`config.mk`:
```
export PLATFORM = sky130hd
export DESIGN_NAME = dns_message_section_parser
export DESIGN_NICKNAME = d
export VERILOG_FILES = /design/src/rtl/dnsmsp_pkg.sv /design/src/rtl/dnsmsp_rsp_queue.sv /design/src/rtl/dns_message_section_parser.sv
export SDC_FILE = /design/constraint.sdc
export NUM_CORES = 1
export LEC_CHECK = 0
export ABC_AREA = 1
export BUFFER_PORTS_ARGS = -buffer_cell sky130_fd_sc_hd__buf_2
export CAP_MARGIN = 10
export CELL_PAD_IN_SITES_DETAIL_PLACEMENT = 1
export CELL_PAD_IN_SITES_GLOBAL_PLACEMENT = 2
export CORE_MARGIN = 1.5
export CORE_UTILIZATION = 33
export CTS_CLUSTER_DIAMETER = 80
export DETAILED_ROUTE_END_ITERATION = 8
export PLACE_DENSITY = 0.81
export REMOVE_ABC_BUFFERS = 1
export SLEW_MARGIN = 20
export SYNTH_ARGS = -nofsm -noshare
export SYNTH_HDL_FRONTEND = slang
export SYNTH_SLANG_ARGS = --single-unit
```
`constraint.sdc`:
```
create_clock -name clock -period 9.7 [get_ports clock]
set_input_delay 0.485 -clock clock [delete_from_list [all_inputs] [get_ports clock]]
set_output_delay 0.485 -clock clock [all_outputs]
set_load 0.02 [all_outputs]
```
`src/rtl/dnsmsp_pkg.sv`:
```
`timescale 1ns / 1ps
// ----------------------------------------------------------------------------
// DNS message parser package
// Beat types, status codes and result queue sizing shared by the parser
// top level and its result queue.
// ----------------------------------------------------------------------------
package dnsmsp_pkg;

   // Status codes of a message status result.
   localparam logic [2:0] STATUS_OK        = 3'd0;
   localparam logic [2:0] STATUS_SHORT     = 3'd1;
   localparam logic [2:0] STATUS_TRUNCATED = 3'd2;
   localparam logic [2:0] STATUS_TRAILING  = 3'd3;
   localparam logic [2:0] STATUS_OVERSIZE  = 3'd4;

   // Result kinds.
   localparam logic KIND_RECORD = 1'b0;
   localparam logic KIND_STATUS = 1'b1;

   // Header length and fixed field lengths in bytes.
   localparam logic [9:0] HEADER_BYTES     = 10'd12;
   localparam logic [3:0] QUESTION_FIXED   = 4'd4;
   localparam logic [3:0] RESOURCE_FIXED   = 4'd10;
   localparam logic [3:0] SHIFT_BYTES      = 4'd8;

   // Result queue: one entry per input beat that has results, two entries deep.
   localparam int QUEUE_DEPTH = 2;
   localparam int QUEUE_AW    = $clog2(QUEUE_DEPTH);

   // Input beat.
   typedef struct packed {
      logic [7:0] data_byte;
      logic       last_byte;
   } req_type;

   // Result beat.
   typedef struct packed {
      logic        kind;
      logic [1:0]  section;
      logic [15:0] record_type;
      logic [15:0] record_class;
      logic [31:0] time_to_live;
      logic [9:0]  name_length;
      logic [8:0]  data_offset;
      logic [15:0] data_length;
      logic [15:0] message_id;
      logic [15:0] header_flags;
      logic [2:0]  status;
   } rsp_type;

   // Everything one input beat produces: a record result, a status result,
   // or both in that order.
   typedef struct packed {
      logic    rec_valid;
      rsp_type rec;
      logic    stat_valid;
      rsp_type stat;
   } pair_type;

endpackage

```
`src/rtl/dnsmsp_rsp_queue.sv`:
```
`timescale 1ns / 1ps
// ----------------------------------------------------------------------------
// DNS message parser result queue
// Holds the results of recent input beats and hands them out one result
// beat at a time, record result first and status result second.
// ----------------------------------------------------------------------------
module dnsmsp_rsp_queue
   import dnsmsp_pkg::*;
(
   input  logic     clock,
   input  logic     reset,
   input  logic     push,
   input  pair_type push_data,
   output logic     full,
   output logic     rsp_valid,
   input  logic     rsp_stall,
   output rsp_type  rsp_data
);

   localparam logic [QUEUE_AW:0] DepthCount = (QUEUE_AW + 1)'(QUEUE_DEPTH);
   localparam logic [QUEUE_AW:0] CountOne   = (QUEUE_AW + 1)'(1);

   pair_type                entry_ff [QUEUE_DEPTH];
   logic [QUEUE_AW-1:0]     wr_ptr_ff, wr_ptr_in;
   logic [QUEUE_AW-1:0]     rd_ptr_ff, rd_ptr_in;
   logic [QUEUE_AW:0]       count_ff, count_in;
   logic                    half_ff, half_in;
   pair_type                head;
   logic                    show_rec;
   logic                    pop_beat;
   logic                    pop_entry;

   assign full = (count_ff == DepthCount);

   // The head entry shows its record result first, then its status result.
   assign head      = entry_ff[rd_ptr_ff];
   assign show_rec  = head.rec_valid && !half_ff;
   assign rsp_valid = (count_ff != '0);
   assign rsp_data  = show_rec ? head.rec : head.stat;
   assign pop_beat  = rsp_valid && !rsp_stall;
   assign pop_entry = pop_beat && (!show_rec || !head.stat_valid);

   // Pointer, fill count and half-entry bookkeeping.
   always_comb begin
      wr_ptr_in = push ? QUEUE_AW'(wr_ptr_ff + 1'b1) : wr_ptr_ff;
      rd_ptr_in = pop_entry ? QUEUE_AW'(rd_ptr_ff + 1'b1) : rd_ptr_ff;
      count_in  = count_ff;
      if (push && !pop_entry) begin
         count_in = count_ff + CountOne;
      end else if (!push && pop_entry) begin
         count_in = count_ff - CountOne;
      end
      half_in = half_ff;
      if (pop_entry) begin
         half_in = 1'b0;
      end else if (pop_beat) begin
         half_in = 1'b1;
      end
   end

   always_ff @(posedge clock) begin
      if (reset) begin
         wr_ptr_ff <= '0;
         rd_ptr_ff <= '0;
         count_ff  <= '0;
         half_ff   <= 1'b0;
      end else begin
         wr_ptr_ff <= wr_ptr_in;
         rd_ptr_ff <= rd_ptr_in;
         count_ff  <= count_in;
         half_ff   <= half_in;
      end
   end

   // Entry storage.
   always_ff @(posedge clock) begin
      if (push) begin
         entry_ff[wr_ptr_ff] <= push_data;
      end
   end

endmodule

```
`src/rtl/dns_message_section_parser.sv`:
```
`timescale 1ns / 1ps
// ----------------------------------------------------------------------------
// DNS message section parser
// Walks the header, questions and resource records of a DNS message fed one
// byte per beat and reports each record and a final message status.
// ----------------------------------------------------------------------------
// The parser takes one message byte per clock cycle. Each byte is parsed in
// the cycle it is accepted and updates a few counters and field registers;
// its results (a record result when a record's fixed fields complete, and a
// status result after the byte marked last) enter a two-entry result queue
// and reach the result channel behind earlier results. A byte that causes
// two results needs two result beats, so input stalls only when the result
// queue is full, which happens when the result side is stalled or when
// records and message ends come in quick succession. Sustained rate is one
// byte per cycle while the queue is not full. The user must write the length
// limit register only while no message is in flight; it is not enforced.
module dns_message_section_parser
   import dnsmsp_pkg::*;
#(
   parameter int MAX_MESSAGE_BYTES = 512
)
(
   input  logic       clock,
   input  logic       reset,
   input  logic       req_valid,
   output logic       req_stall,
   input  req_type    req_data,
   output logic       rsp_valid,
   input  logic       rsp_stall,
   output rsp_type    rsp_data,
   input  logic       csr_write_enable,
   input  logic [9:0] csr_write_data
);

   localparam logic [10:0] MaxBytes = 11'(MAX_MESSAGE_BYTES);

   typedef enum logic [2:0] {
      PH_HEADER,
      PH_NAME,
      PH_FIXED,
      PH_DATA,
      PH_DONE
   } phase_type;

   typedef struct packed {
      logic [1:0]  section;
      logic [15:0] remaining;
      logic        found;
   } seek_type;

   // Count of one section from the packed header counts.
   function automatic logic [15:0] count_of(input logic [63:0] counts,
                                            input logic [1:0]  sec);
      logic [15:0] c;
      case (sec)
         2'd0:    c = counts[63:48];
         2'd1:    c = counts[47:32];
         2'd2:    c = counts[31:16];
         default: c = counts[15:0];
      endcase
      return c;
   endfunction

   // Skip past sections with nothing left to find the next record.
   function automatic seek_type seek(input logic [63:0] counts,
                                     input logic [1:0]  sec,
                                     input logic [15:0] rem);
      seek_type r;
      r.section   = sec;
      r.remaining = rem;
      for (int i = 0; i < 3; i++) begin
         if (r.remaining == 16'd0 && r.section != 2'd3) begin
            r.section   = r.section + 2'd1;
            r.remaining = count_of(counts, r.section);
         end
      end
      r.found = (r.remaining != 16'd0);
      return r;
   endfunction

   logic [9:0]  max_length_ff;
   logic [9:0]  byte_pos_ff,   byte_pos_in;
   phase_type   phase_ff,      phase_in;
   logic [3:0]  field_cnt_ff,  field_cnt_in;
   logic [31:0] id_flags_ff,   id_flags_in;
   logic [63:0] counts_ff,     counts_in;
   logic [1:0]  section_ff,    section_in;
   logic [15:0] remaining_ff,  remaining_in;
   logic [9:0]  name_len_ff,   name_len_in;
   logic [63:0] shift_ff,      shift_in;
   logic [15:0] data_left_ff,  data_left_in;
   logic [2:0]  error_ff,      error_in;

   logic [10:0] limit;
   logic        accept;
   logic        full;
   logic [7:0]  b;
   logic        question;
   logic [3:0]  need;
   logic [15:0] rem_dec;
   logic [15:0] data_dec;
   seek_type    sk;
   pair_type    pair;
   logic [2:0]  status_code;

   assign limit     = ({1'b0, max_length_ff} < MaxBytes) ? {1'b0, max_length_ff} : MaxBytes;
   assign req_stall = full;
   assign accept    = req_valid && !req_stall;
   assign b         = req_data.data_byte;
   assign question  = (section_ff == 2'd0);
   assign need      = question ? QUESTION_FIXED : RESOURCE_FIXED;
   assign rem_dec   = (remaining_ff != 16'd0) ? remaining_ff - 16'd1 : 16'd0;
   assign data_dec  = (data_left_ff != 16'd0) ? data_left_ff - 16'd1 : 16'd0;

   // Parse one byte: next state and the results it causes.
   always_comb begin
      byte_pos_in  = byte_pos_ff;
      phase_in     = phase_ff;
      field_cnt_in = field_cnt_ff;
      id_flags_in  = id_flags_ff;
      counts_in    = counts_ff;
      section_in   = section_ff;
      remaining_in = remaining_ff;
      name_len_in  = name_len_ff;
      shift_in     = shift_ff;
      data_left_in = data_left_ff;
      error_in     = error_ff;
      sk           = '0;
      pair         = '0;
      status_code  = STATUS_OK;

      if (error_ff == STATUS_OVERSIZE || {1'b0, byte_pos_ff} >= limit) begin
         error_in = STATUS_OVERSIZE;
      end else begin
         case (phase_ff)
            PH_HEADER: begin
               if (byte_pos_ff < 10'd4) begin
                  id_flags_in = {id_flags_ff[23:0], b};
               end else begin
                  counts_in = {counts_ff[55:0], b};
               end
               if (byte_pos_ff >= HEADER_BYTES - 10'd1) begin
                  sk           = seek(counts_in, 2'd0, counts_in[63:48]);
                  section_in   = sk.section;
                  remaining_in = sk.remaining;
                  phase_in     = sk.found ? PH_NAME : PH_DONE;
                  if (sk.found) begin
                     name_len_in = '0;
                  end
               end
            end
            PH_NAME: begin
               if (name_len_ff != 10'h3FF) begin
                  name_len_in = name_len_ff + 10'd1;
               end
               if (b == 8'd0) begin
                  phase_in     = PH_FIXED;
                  field_cnt_in = '0;
                  shift_in     = '0;
                  data_left_in = '0;
               end
            end
            PH_FIXED: begin
               if (field_cnt_ff < SHIFT_BYTES) begin
                  shift_in = {shift_ff[55:0], b};
               end else begin
                  data_left_in = {data_left_ff[7:0], b};
               end
               field_cnt_in = field_cnt_ff + 4'd1;
               if (field_cnt_in >= need) begin
                  // The record's fixed fields are complete.
                  pair.rec_valid       = 1'b1;
                  pair.rec.kind        = KIND_RECORD;
                  pair.rec.section     = section_ff;
                  pair.rec.name_length = name_len_ff;
                  pair.rec.data_offset = 9'(byte_pos_ff + 10'd1);
                  if (question) begin
                     pair.rec.record_type  = shift_in[31:16];
                     pair.rec.record_class = shift_in[15:0];
                  end else begin
                     pair.rec.record_type  = shift_in[63:48];
                     pair.rec.record_class = shift_in[47:32];
                     pair.rec.time_to_live = shift_in[31:0];
                     pair.rec.data_length  = data_left_in;
                  end
                  field_cnt_in = '0;
                  if (!question && data_left_in != 16'd0) begin
                     phase_in = PH_DATA;
                  end else begin
                     sk           = seek(counts_ff, section_ff, rem_dec);
                     section_in   = sk.section;
                     remaining_in = sk.remaining;
                     phase_in     = sk.found ? PH_NAME : PH_DONE;
                     if (sk.found) begin
                        name_len_in = '0;
                     end
                  end
               end
            end
            PH_DATA: begin
               data_left_in = data_dec;
               if (data_dec == 16'd0) begin
                  sk           = seek(counts_ff, section_ff, rem_dec);
                  section_in   = sk.section;
                  remaining_in = sk.remaining;
                  phase_in     = sk.found ? PH_NAME : PH_DONE;
                  if (sk.found) begin
                     name_len_in = '0;
                  end
               end
            end
            PH_DONE: begin
               error_in = STATUS_TRAILING;
            end
            default: begin
               phase_in = PH_HEADER;
            end
         endcase
      end

      if (byte_pos_ff != 10'h3FF) begin
         byte_pos_in = byte_pos_ff + 10'd1;
      end

      // The last byte closes the message with a status result.
      if (req_data.last_byte) begin
         if (error_in == STATUS_OVERSIZE) begin
            status_code = STATUS_OVERSIZE;
         end else if (byte_pos_in < HEADER_BYTES) begin
            status_code = STATUS_SHORT;
         end else if (phase_in != PH_DONE) begin
            status_code = STATUS_TRUNCATED;
         end else if (error_in == STATUS_TRAILING) begin
            status_code = STATUS_TRAILING;
         end else begin
            status_code = STATUS_OK;
         end
         pair.stat_valid        = 1'b1;
         pair.stat.kind         = KIND_STATUS;
         pair.stat.message_id   = id_flags_in[31:16];
         pair.stat.header_flags = id_flags_in[15:0];
         pair.stat.status       = status_code;

         byte_pos_in  = '0;
         phase_in     = PH_HEADER;
         field_cnt_in = '0;
         id_flags_in  = '0;
         counts_in    = '0;
         section_in   = '0;
         remaining_in = '0;
         name_len_in  = '0;
         shift_in     = '0;
         data_left_in = '0;
         error_in     = STATUS_OK;
      end
   end

   // Parse state, advanced on each accepted input beat.
   always_ff @(posedge clock) begin
      if (reset) begin
         byte_pos_ff  <= '0;
         phase_ff     <= PH_HEADER;
         field_cnt_ff <= '0;
         id_flags_ff  <= '0;
         counts_ff    <= '0;
         section_ff   <= '0;
         remaining_ff <= '0;
         name_len_ff  <= '0;
         shift_ff     <= '0;
         data_left_ff <= '0;
         error_ff     <= STATUS_OK;
      end else if (accept) begin
         byte_pos_ff  <= byte_pos_in;
         phase_ff     <= phase_in;
         field_cnt_ff <= field_cnt_in;
         id_flags_ff  <= id_flags_in;
         counts_ff    <= counts_in;
         section_ff   <= section_in;
         remaining_ff <= remaining_in;
         name_len_ff  <= name_len_in;
         shift_ff     <= shift_in;
         data_left_ff <= data_left_in;
         error_ff     <= error_in;
      end
   end

   // Length limit register.
   always_ff @(posedge clock) begin
      if (reset) begin
         max_length_ff <= 10'd512;
      end else if (csr_write_enable) begin
         max_length_ff <= csr_write_data;
      end
   end

   // Results wait here until the result side takes them.
   dnsmsp_rsp_queue u_rsp_queue (
      .clock     (clock),
      .reset     (reset),
      .push      (accept && (pair.rec_valid || pair.stat_valid)),
      .push_data (pair),
      .full      (full),
      .rsp_valid (rsp_valid),
      .rsp_stall (rsp_stall),
      .rsp_data  (rsp_data)
   );

endmodule
```
==> reports/results.tsv, run 1 <==
stage	metric	value	unit
die	Initial Util	0.332	
final_layout	Multi-input gate area	0.0134	sq mm
final_layout	final core utilization	0.376	
logic_synthesis	Post-synth EDFFs	276	
die	Core Region	0.0866	sq mm
sta	RSZ-0062 raised after global routing	no	
clocking	clock-pin transition on the worst setup and hold timing paths	60	ps
clocking	Root Buffer	clkbuf_16	
logic_synthesis	sequential area share after synthesis	0.455	
detailed_routing	First-pass DRT Iterations	5	
placement	post-detail-place hpwl	72500	um
final_layout	Sequential Area	0.0131	sq mm
logic_synthesis	Async S/R FF share, synth	0	
clocking	Setup Buffers After CTS	0	
clocking	post-cts sizing count	0	
global_route	vias in the first global route	26500	
die	die width	298	um
worst_setup_path	crit-path most repeated cell	nand2_1	
outcome	status	complete, no violations	
power_and_ir_drop	worst vdd ir	229	uV
sta	final hold vios	0	
global_route	global route overflow	0	
sta	crit share post-route	0.817	
die	die area	0.0890	sq mm
sta	final setup skew	54.7	ps
logic_synthesis	syn_area_per_cell	7.43	sq um
power_and_ir_drop	Leakage	12.6	nW
final_layout	nets	3959	
sta	Max Slew Vio Count	0	
run	MaxCap Viol Count	0	
clocking	clk_lat worst skew	670	ps
logic_synthesis	Yosys cell types	50	
worst_setup_path	slowest stage delay, CP	890	ps
detailed_routing	post-route ant nets	0	
die	die span in y	298	um
detailed_routing	Vias	26600	
clocking	TritonCTS buffer count	60	
sta	Worst slew margin	0.211	
worst_setup_path	endpoint class of the critical path	register	
power_and_ir_drop	Tot Pwr	8.57	mW
placement	port bufs	162	
clocking	clock sinks	516	
worst_setup_path	slowest CP cell	ha_1	
sta	count of final setup violators	0	
sta	FMAX	0.126	GHz
logic_synthesis	Cells after Synth	3873	
worst_setup_path	WP buf/inv	3	
global_route	GRT Total Usage	0.231	
worst_setup_path	CP startpoint kind	register	
final_layout	FILL cells	10700	
power_and_ir_drop	power density over the cells	263	mW/mm^2
die	Core Rows	108	
worst_setup_path	worst path arrival time	8400	ps
logic_synthesis	Mapped Area	0.0288	sq mm
logic_synthesis	synthesis warning total	0	
worst_setup_path	Setup Crit Path Kind	reg2reg	
detailed_routing	post-DR vias/cell	5.22	
logic_synthesis	Synth Register Bits	516	
detailed_routing	Iteration-0 DRC Markers	1796	
final_layout	Layout area overhead	13.2	%
min_path	worst hold path class	in2reg	
sta	post-route minimum period	7920	ps
placement	routability cong.	0.953	
final_layout	fin cells	5106	
detailed_routing	routed wire length	105000	um
die	IO Pins	163	
logic_synthesis	Top FF cell, synth	edfxtp_1	
clocking	CTS tree	built	
worst_setup_path	worst-path maximum fanout	23	
global_route	global-route wire length before repair	161000	um
detailed_routing	WL/cell	20.6	um
global_route	initial antenna violation count	4	
clocking	# H-tree levels	2	
worst_setup_path	Worst EP required	10180	ps
final_layout	share of layout cells above drive strength 1	0.108	
clocking	Hold-fix buffers, CTS	0	
sta	Hold Slack	63.7	ps
sta	actual transition at the worst max-transition pin	1180	ps
worst_setup_path	CP top delay family	simple AND/OR/NAND/NOR gates	
global_route	largest net degree at the start of global routing	133	
clocking	clk buf depth	3	
detailed_routing	# DRC	0	
placement	dpl cells	4987	
-- layout by cell type, fill, tap and decap left out, types with 35 or more instances in the layout --
| cell | netlist | routed |
|---|---|---|
| a211oi_1 | 76 | 76 |
| nor2_1 | 320 | 314 |
| ha_1 | 40 | 40 |
| or2_2 | 35 | 35 |
| inv_1 | 335 | 333 |
| buf_2 | 6 | 161 |
| dfxtp_1 | 240 | 238 |
| nand2_1 | 1223 | 1220 |
| edfxtp_1 | 276 | 276 |
| o21ai_0 | 220 | 220 |
| a21oi_1 | 387 | 387 |
| nand4_1 | 56 | 56 |
| clkbuf_16 | 0 | 63 |
| nand3_1 | 110 | 109 |
-- per-layer routing --
metal	vias up	wire, um	track usage	share of wire
li1	12900	-	-	-
met1	13000	47800	0.315	0.45
met2	576	49000	0.378	0.47
met3	134	5320	0.0340	0.051
met4	4	2960	0.0680	0.028
met5	-	27	0	0.00026
-- sequential cells by signal, summed over array words and instances, names as in the netlist, 2 cells and up, named ones only --
signal,cells
byte_pos_ff,10
counts_ff,64
data_left_ff,16
error_ff,3
field_cnt_ff,4
id_flags_ff,32
max_length_ff,10
name_len_ff,10
phase_ff,3
remaining_ff,16
section_ff,2
shift_ff,64
u_rsp_queue.count_ff,2
u_rsp_queue.entry_ff,276
-- worst paths after layout --
path,from,to,slack [ps],cells past startpoint
worst max-delay path,remaining_ff[0]$_SDFFE_PP0P_,u_rsp_queue.entry_ff[0][0]$_DFFE_PP_,1780,33
worst min-delay path,csr_write_data[4],max_length_ff[4]$_SDFFE_PP0P_,60,3
worst max register to register,remaining_ff[0]$_SDFFE_PP0P_,u_rsp_queue.entry_ff[0][0]$_DFFE_PP_,1780,33
worst min register to register,max_length_ff[0]$_SDFFE_PP0P_,max_length_ff[0]$_SDFFE_PP0P_,460,2
-- kinds of logic (layout without fill, tap and decap cells) --
family / count (synthesis) / after routing / synth area share
AO/OA/AOI/OAI: 839 / 839 / 0.164
XOR/XNOR: 17 / 17 / 0.00517
adder cells (fa/ha/maj): 40 / 40 / 0.0174
buffers and inverters: 590 / 664 / 0.0814
flip-flops: 516 / 516 / 0.455
multiplexers: 32 / 32 / 0.0111
other: 0 / 4 / 0
AND/OR/NAND/NOR: 1839 / 1839 / 0.266
-- cell type report --
| cell class | count | area share |
|---|---|---|
| timing repair buffer | 198 | 0.0348 |
| clock inverter | 40 | 0.0146 |
| sequential | 516 | 0.402 |
| clock buffer | 74 | 0.0509 |
| antenna | 4 | 0.000307 |
| tap | 1155 | 0.0444 |
| inverter | 352 | 0.0407 |
| multi-input combinational | 2767 | 0.412 |
-- tightest hold or removal path: stages --
cell    delay [ps]
buf_2           70
nor2_1          30
nor2_1          80
-- stage by stage --
stage	cell area, sq um	TNS [ps]	setup slack [ps]
final	32600	0	1780
after CTS	32500	0	1870
after detailed placement	30400	0	1890
after global placement	30400	0	2150
after global routing	32600	0	766
after floorplan	27800	-435780	-1590
-- cells in the mapped netlist (3+ instances only) --
cell type | count | share of area
nor4_1 | 16 | 0.0035
buf_4 | 3 | 0.00078
a211oi_1 | 76 | 0.020
a41oi_1 | 6 | 0.0018
nand3_2 | 12 | 0.0042
o21bai_1 | 5 | 0.0013
inv_1 | 335 | 0.044
o21ai_0 | 220 | 0.038
a21oi_1 | 387 | 0.067
a31oi_1 | 29 | 0.0063
nor2_1 | 320 | 0.042
ha_1 | 40 | 0.017
xor2_1 | 15 | 0.0046
nand2_2 | 9 | 0.0020
nand3b_2 | 4 | 0.0016
or2_2 | 35 | 0.0076
o21ai_1 | 17 | 0.0030
a221oi_1 | 7 | 0.0021
buf_2 | 6 | 0.0010
buf_6 | 12 | 0.0047
clkinv_1 | 13 | 0.0017
nor2_4 | 12 | 0.0047
nor2_2 | 19 | 0.0041
o211ai_1 | 20 | 0.0052
a32oi_1 | 15 | 0.0046
edfxtp_1 | 276 | 0.29
a22o_1 | 11 | 0.0033
nand3_1 | 110 | 0.019
nand4_1 | 56 | 0.012
nor3_1 | 16 | 0.0028
mux2i_1 | 32 | 0.011
a21oi_2 | 4 | 0.0012
buf_1 | 17 | 0.0022
o21a_1 | 4 | 0.0010
nand2_1 | 1223 | 0.16
o22ai_1 | 30 | 0.0065
dfxtp_1 | 240 | 0.17
clkbuf_1 | 197 | 0.026
a32o_1 | 4 | 0.0014
inv_2 | 4 | 0.00052
-- power breakdown --
group,switching (mW),internal [mW],leakage (nW)
clock network,0.999,1.42,1.04
logic,2.68,0.916,6.98
registers,0.101,2.45,4.59
total,3.78,4.79,12.6
No activity file was read; power rests on OpenSTA's default activity.
==> run 2: changes to the inputs <==
clock period = 6.7 ns   (was 9.7 ns; I/O delays follow)
==> reports/results.tsv, run 2 (synthesis gave the netlist of run 1 again) <==
stage	metric	value	unit	change
final_layout	most frequent cells in the layout	nand2_1 (1221), a21oi_1 (387), inv_1 (333)		
detailed_routing	First-pass DRT Iterations	5		unchanged
worst_setup_path	worst r2r src	byte_pos_ff[4]$_SDFFE_PP0P_		
placement	post-detail-place hpwl	74800	um	+3.1%
detailed_routing	post-route ant nets	0		unchanged
power_and_ir_drop	Tot Pwr	12.4	mW	+45%
worst_setup_path	CP startpoint kind	register		
sta	Hold Slack	47.3	ps	-16.4 ps
detailed_routing	Vias	27000		+1.3%
clocking	clk_lat worst skew	660	ps	about the same
sta	count of final setup violators	0		unchanged
detailed_routing	WL/cell	20.7	um	+0.69%
worst_setup_path	crit-path most repeated cell	nand2_1		
sta	actual transition at the worst max-transition pin	1270	ps	+85.0 ps
final_layout	leading cell type in the layout, fill and taps excluded	nand2_1		
worst_setup_path	endpoint class of the critical path	register		
placement	routability cong.	0.934		-2.0%
detailed_routing	# DRC	0		unchanged
power_and_ir_drop	power density over the cells	374	mW/mm^2	+42%
placement	pre-CTS setup slack	164	ps	-1730 ps
sta	Max Slew Vio Count	0		unchanged
sta	FMAX	0.158	GHz	+25%
die	IO Pins	163		unchanged
final_layout	nets	4017		+1.5%
detailed_routing	routed wire length	107000	um	+1.8%
die	Core Region	0.0866	sq mm	unchanged
sta	final worst slack	358	ps	-1420 ps
final_layout	max reg flops	276		unchanged
sta	final setup skew	49.5	ps	-5.24 ps
final_layout	Largest regs	u_rsp_queue.entry_ff (276), counts_ff (64), shift_ff (64)		
sta	crit share post-route	0.947		+0.130
global_route	vias in the first global route	26700		+0.82%
final_layout	share of layout cells above drive strength 1	0.118		+0.0102
worst_setup_path	critical path capture point	u_rsp_queue.entry_ff[0][0]$_DFFE_PP_		
global_route	largest net degree at the start of global routing	155		+17%
final_layout	FILL cells	10700		+0.36%
clocking	clock sinks	516		unchanged
clocking	clock-pin transition on the worst setup and hold timing paths	60	ps	about the same
min_path	Min-Delay Path Depth	2		-1
final_layout	Largest Register	u_rsp_queue.entry_ff		
worst_setup_path	reg2reg setup slack	360	ps	-1420 ps
clocking	TritonCTS buffer count	60		unchanged
clocking	# H-tree levels	2		unchanged
power_and_ir_drop	Leakage	12.9	nW	+1.9%
global_route	initial antenna violation count	7		+3
worst_setup_path	slowest stage delay, CP	570	ps	-320 ps
global_route	global-route wire length before repair	163000	um	+1.1%
worst_setup_path	worst-path maximum fanout	17		-26%
die	die area	0.0890	sq mm	unchanged
worst_setup_path	Worst EP required	7180	ps	-3000 ps
die	Initial Util	0.332		unchanged
die	die span in y	298	um	unchanged
clocking	CTS tree	built		
die	die width	298	um	unchanged
worst_setup_path	Worst Reg-to-Reg Cells	33		unchanged
worst_setup_path	slowest CP cell	a221oi_1		
placement	port bufs	162		unchanged
die	Core Rows	108		unchanged
sta	post-route setup TNS	0	ps	unchanged
sta	post-route minimum period	6340	ps	-1580 ps
detailed_routing	post-DR vias/cell	5.23		+0.20%
global_route	GRT Total Usage	0.235		+0.00365
worst_setup_path	Setup Crit Path Kind	reg2reg		
detailed_routing	Iteration-0 DRC Markers	1732		-3.6%
sta	Worst slew margin	0.154		-0.0567
final_layout	Layout area overhead	14.9	%	
clocking	clk buf depth	3		unchanged
clocking	Root Buffer	clkbuf_16		
outcome	status	complete, no violations		
sta	final hold vios	0		unchanged
final_layout	final core utilization	0.382		+0.00588
worst_setup_path	Critical Path Source	byte_pos_ff[4]$_SDFFE_PP0P_		
min_path	worst hold path class	in2reg		
run	MaxCap Viol Count	0		unchanged
worst_setup_path	worst path arrival time	6820	ps	-1580 ps
power_and_ir_drop	worst vdd ir	325	uV	+42%
global_route	global route overflow	0		unchanged
worst_setup_path	r2r endpoint	u_rsp_queue.entry_ff[0][0]$_DFFE_PP_		
## run 2: cell count changes in the layout (fill, tap and decap cells not counted), sizes merged
cell / delta
clkinvlp: -1
clkbuf: -3
nor2: +2
dlygate4sd3: +10
clkinv: +3
diode: -3
buf: +46
bufinv: +3
inv: -2
## run 2: per-layer routing
layer | global-route usage | part of all wire
met1 | 0.318 | 0.45
met5 | 0 | 0.00012
met2 | 0.384 | 0.47
met3 | 0.0314 | 0.047
met4 | 0.0804 | 0.035
## run 2: power breakdown
group | internal, mW | switching (mW) | total (mW)
clock network | 2.10 | 1.41 | 3.51
logic | 1.43 | 3.77 | 5.21
registers | 3.55 | 0.111 | 3.67
total | 7.09 | 5.30 | 12.4
## run 2: how the worst min path moves through the flow
stage                                        from                            end  slack [ps]
4_1_cts                          csr_write_enable  max_length_ff[9]$_SDFFE_PP1P_          30
6_report                         csr_write_enable  max_length_ff[9]$_SDFFE_PP1P_          50
3_5_place_dp   u_rsp_queue.rd_ptr_ff$_SDFFE_PP0P_                       register         450
2_1_floorplan                               reset    name_len_ff[2]$_SDFFE_PP0P_         400
3_3_place_gp   u_rsp_queue.rd_ptr_ff$_SDFFE_PP0P_                       register         430
5_1_grt                          csr_write_enable  max_length_ff[9]$_SDFFE_PP1P_          60
## run 2: worst max-delay path: cells and delay by family (launching register included)
family	cells	cell delay (ps)
flip-flops	1	400
AND/OR/NAND/NOR	22	3250
adder cells (fa/ha/maj)	1	310
buffers and inverters	3	570
AO/OA/AOI/OAI	7	1590
## run 2: layout make-up
| class | instances | area [sq um] | area share |
|---|---|---|---|
| Clock inverter | 43 | 517 | 0.0156 |
| Antenna cell | 1 | 2.50 | 0.0000757 |
| Multi-Input combinational cell | 2769 | 13500 | 0.407 |
| Timing Repair Buffer | 254 | 1610 | 0.0486 |
| Clock buffer | 71 | 1600 | 0.0485 |
| Inverter | 352 | 1330 | 0.0402 |
| Sequential cell | 516 | 13100 | 0.396 |
| Tap cell | 1155 | 1450 | 0.0437 |
## run 2: per-stage QoR
stage               cell area (sq um)  std cells
finish                          33100       5161
global route                    33100       5160
CTS                             33000       5153
detailed placement              30700       5029
global placement                30700       5029
floorplan                       27800       3635
## run 2: timing repair
action                                 4_1_cts  5_1_grt
resized for setup                            0       12
hold buffers                                10        0
setup endpoints to repair                    0       16
endpoints found under the hold margin       10        0
setup buffers                                0        4
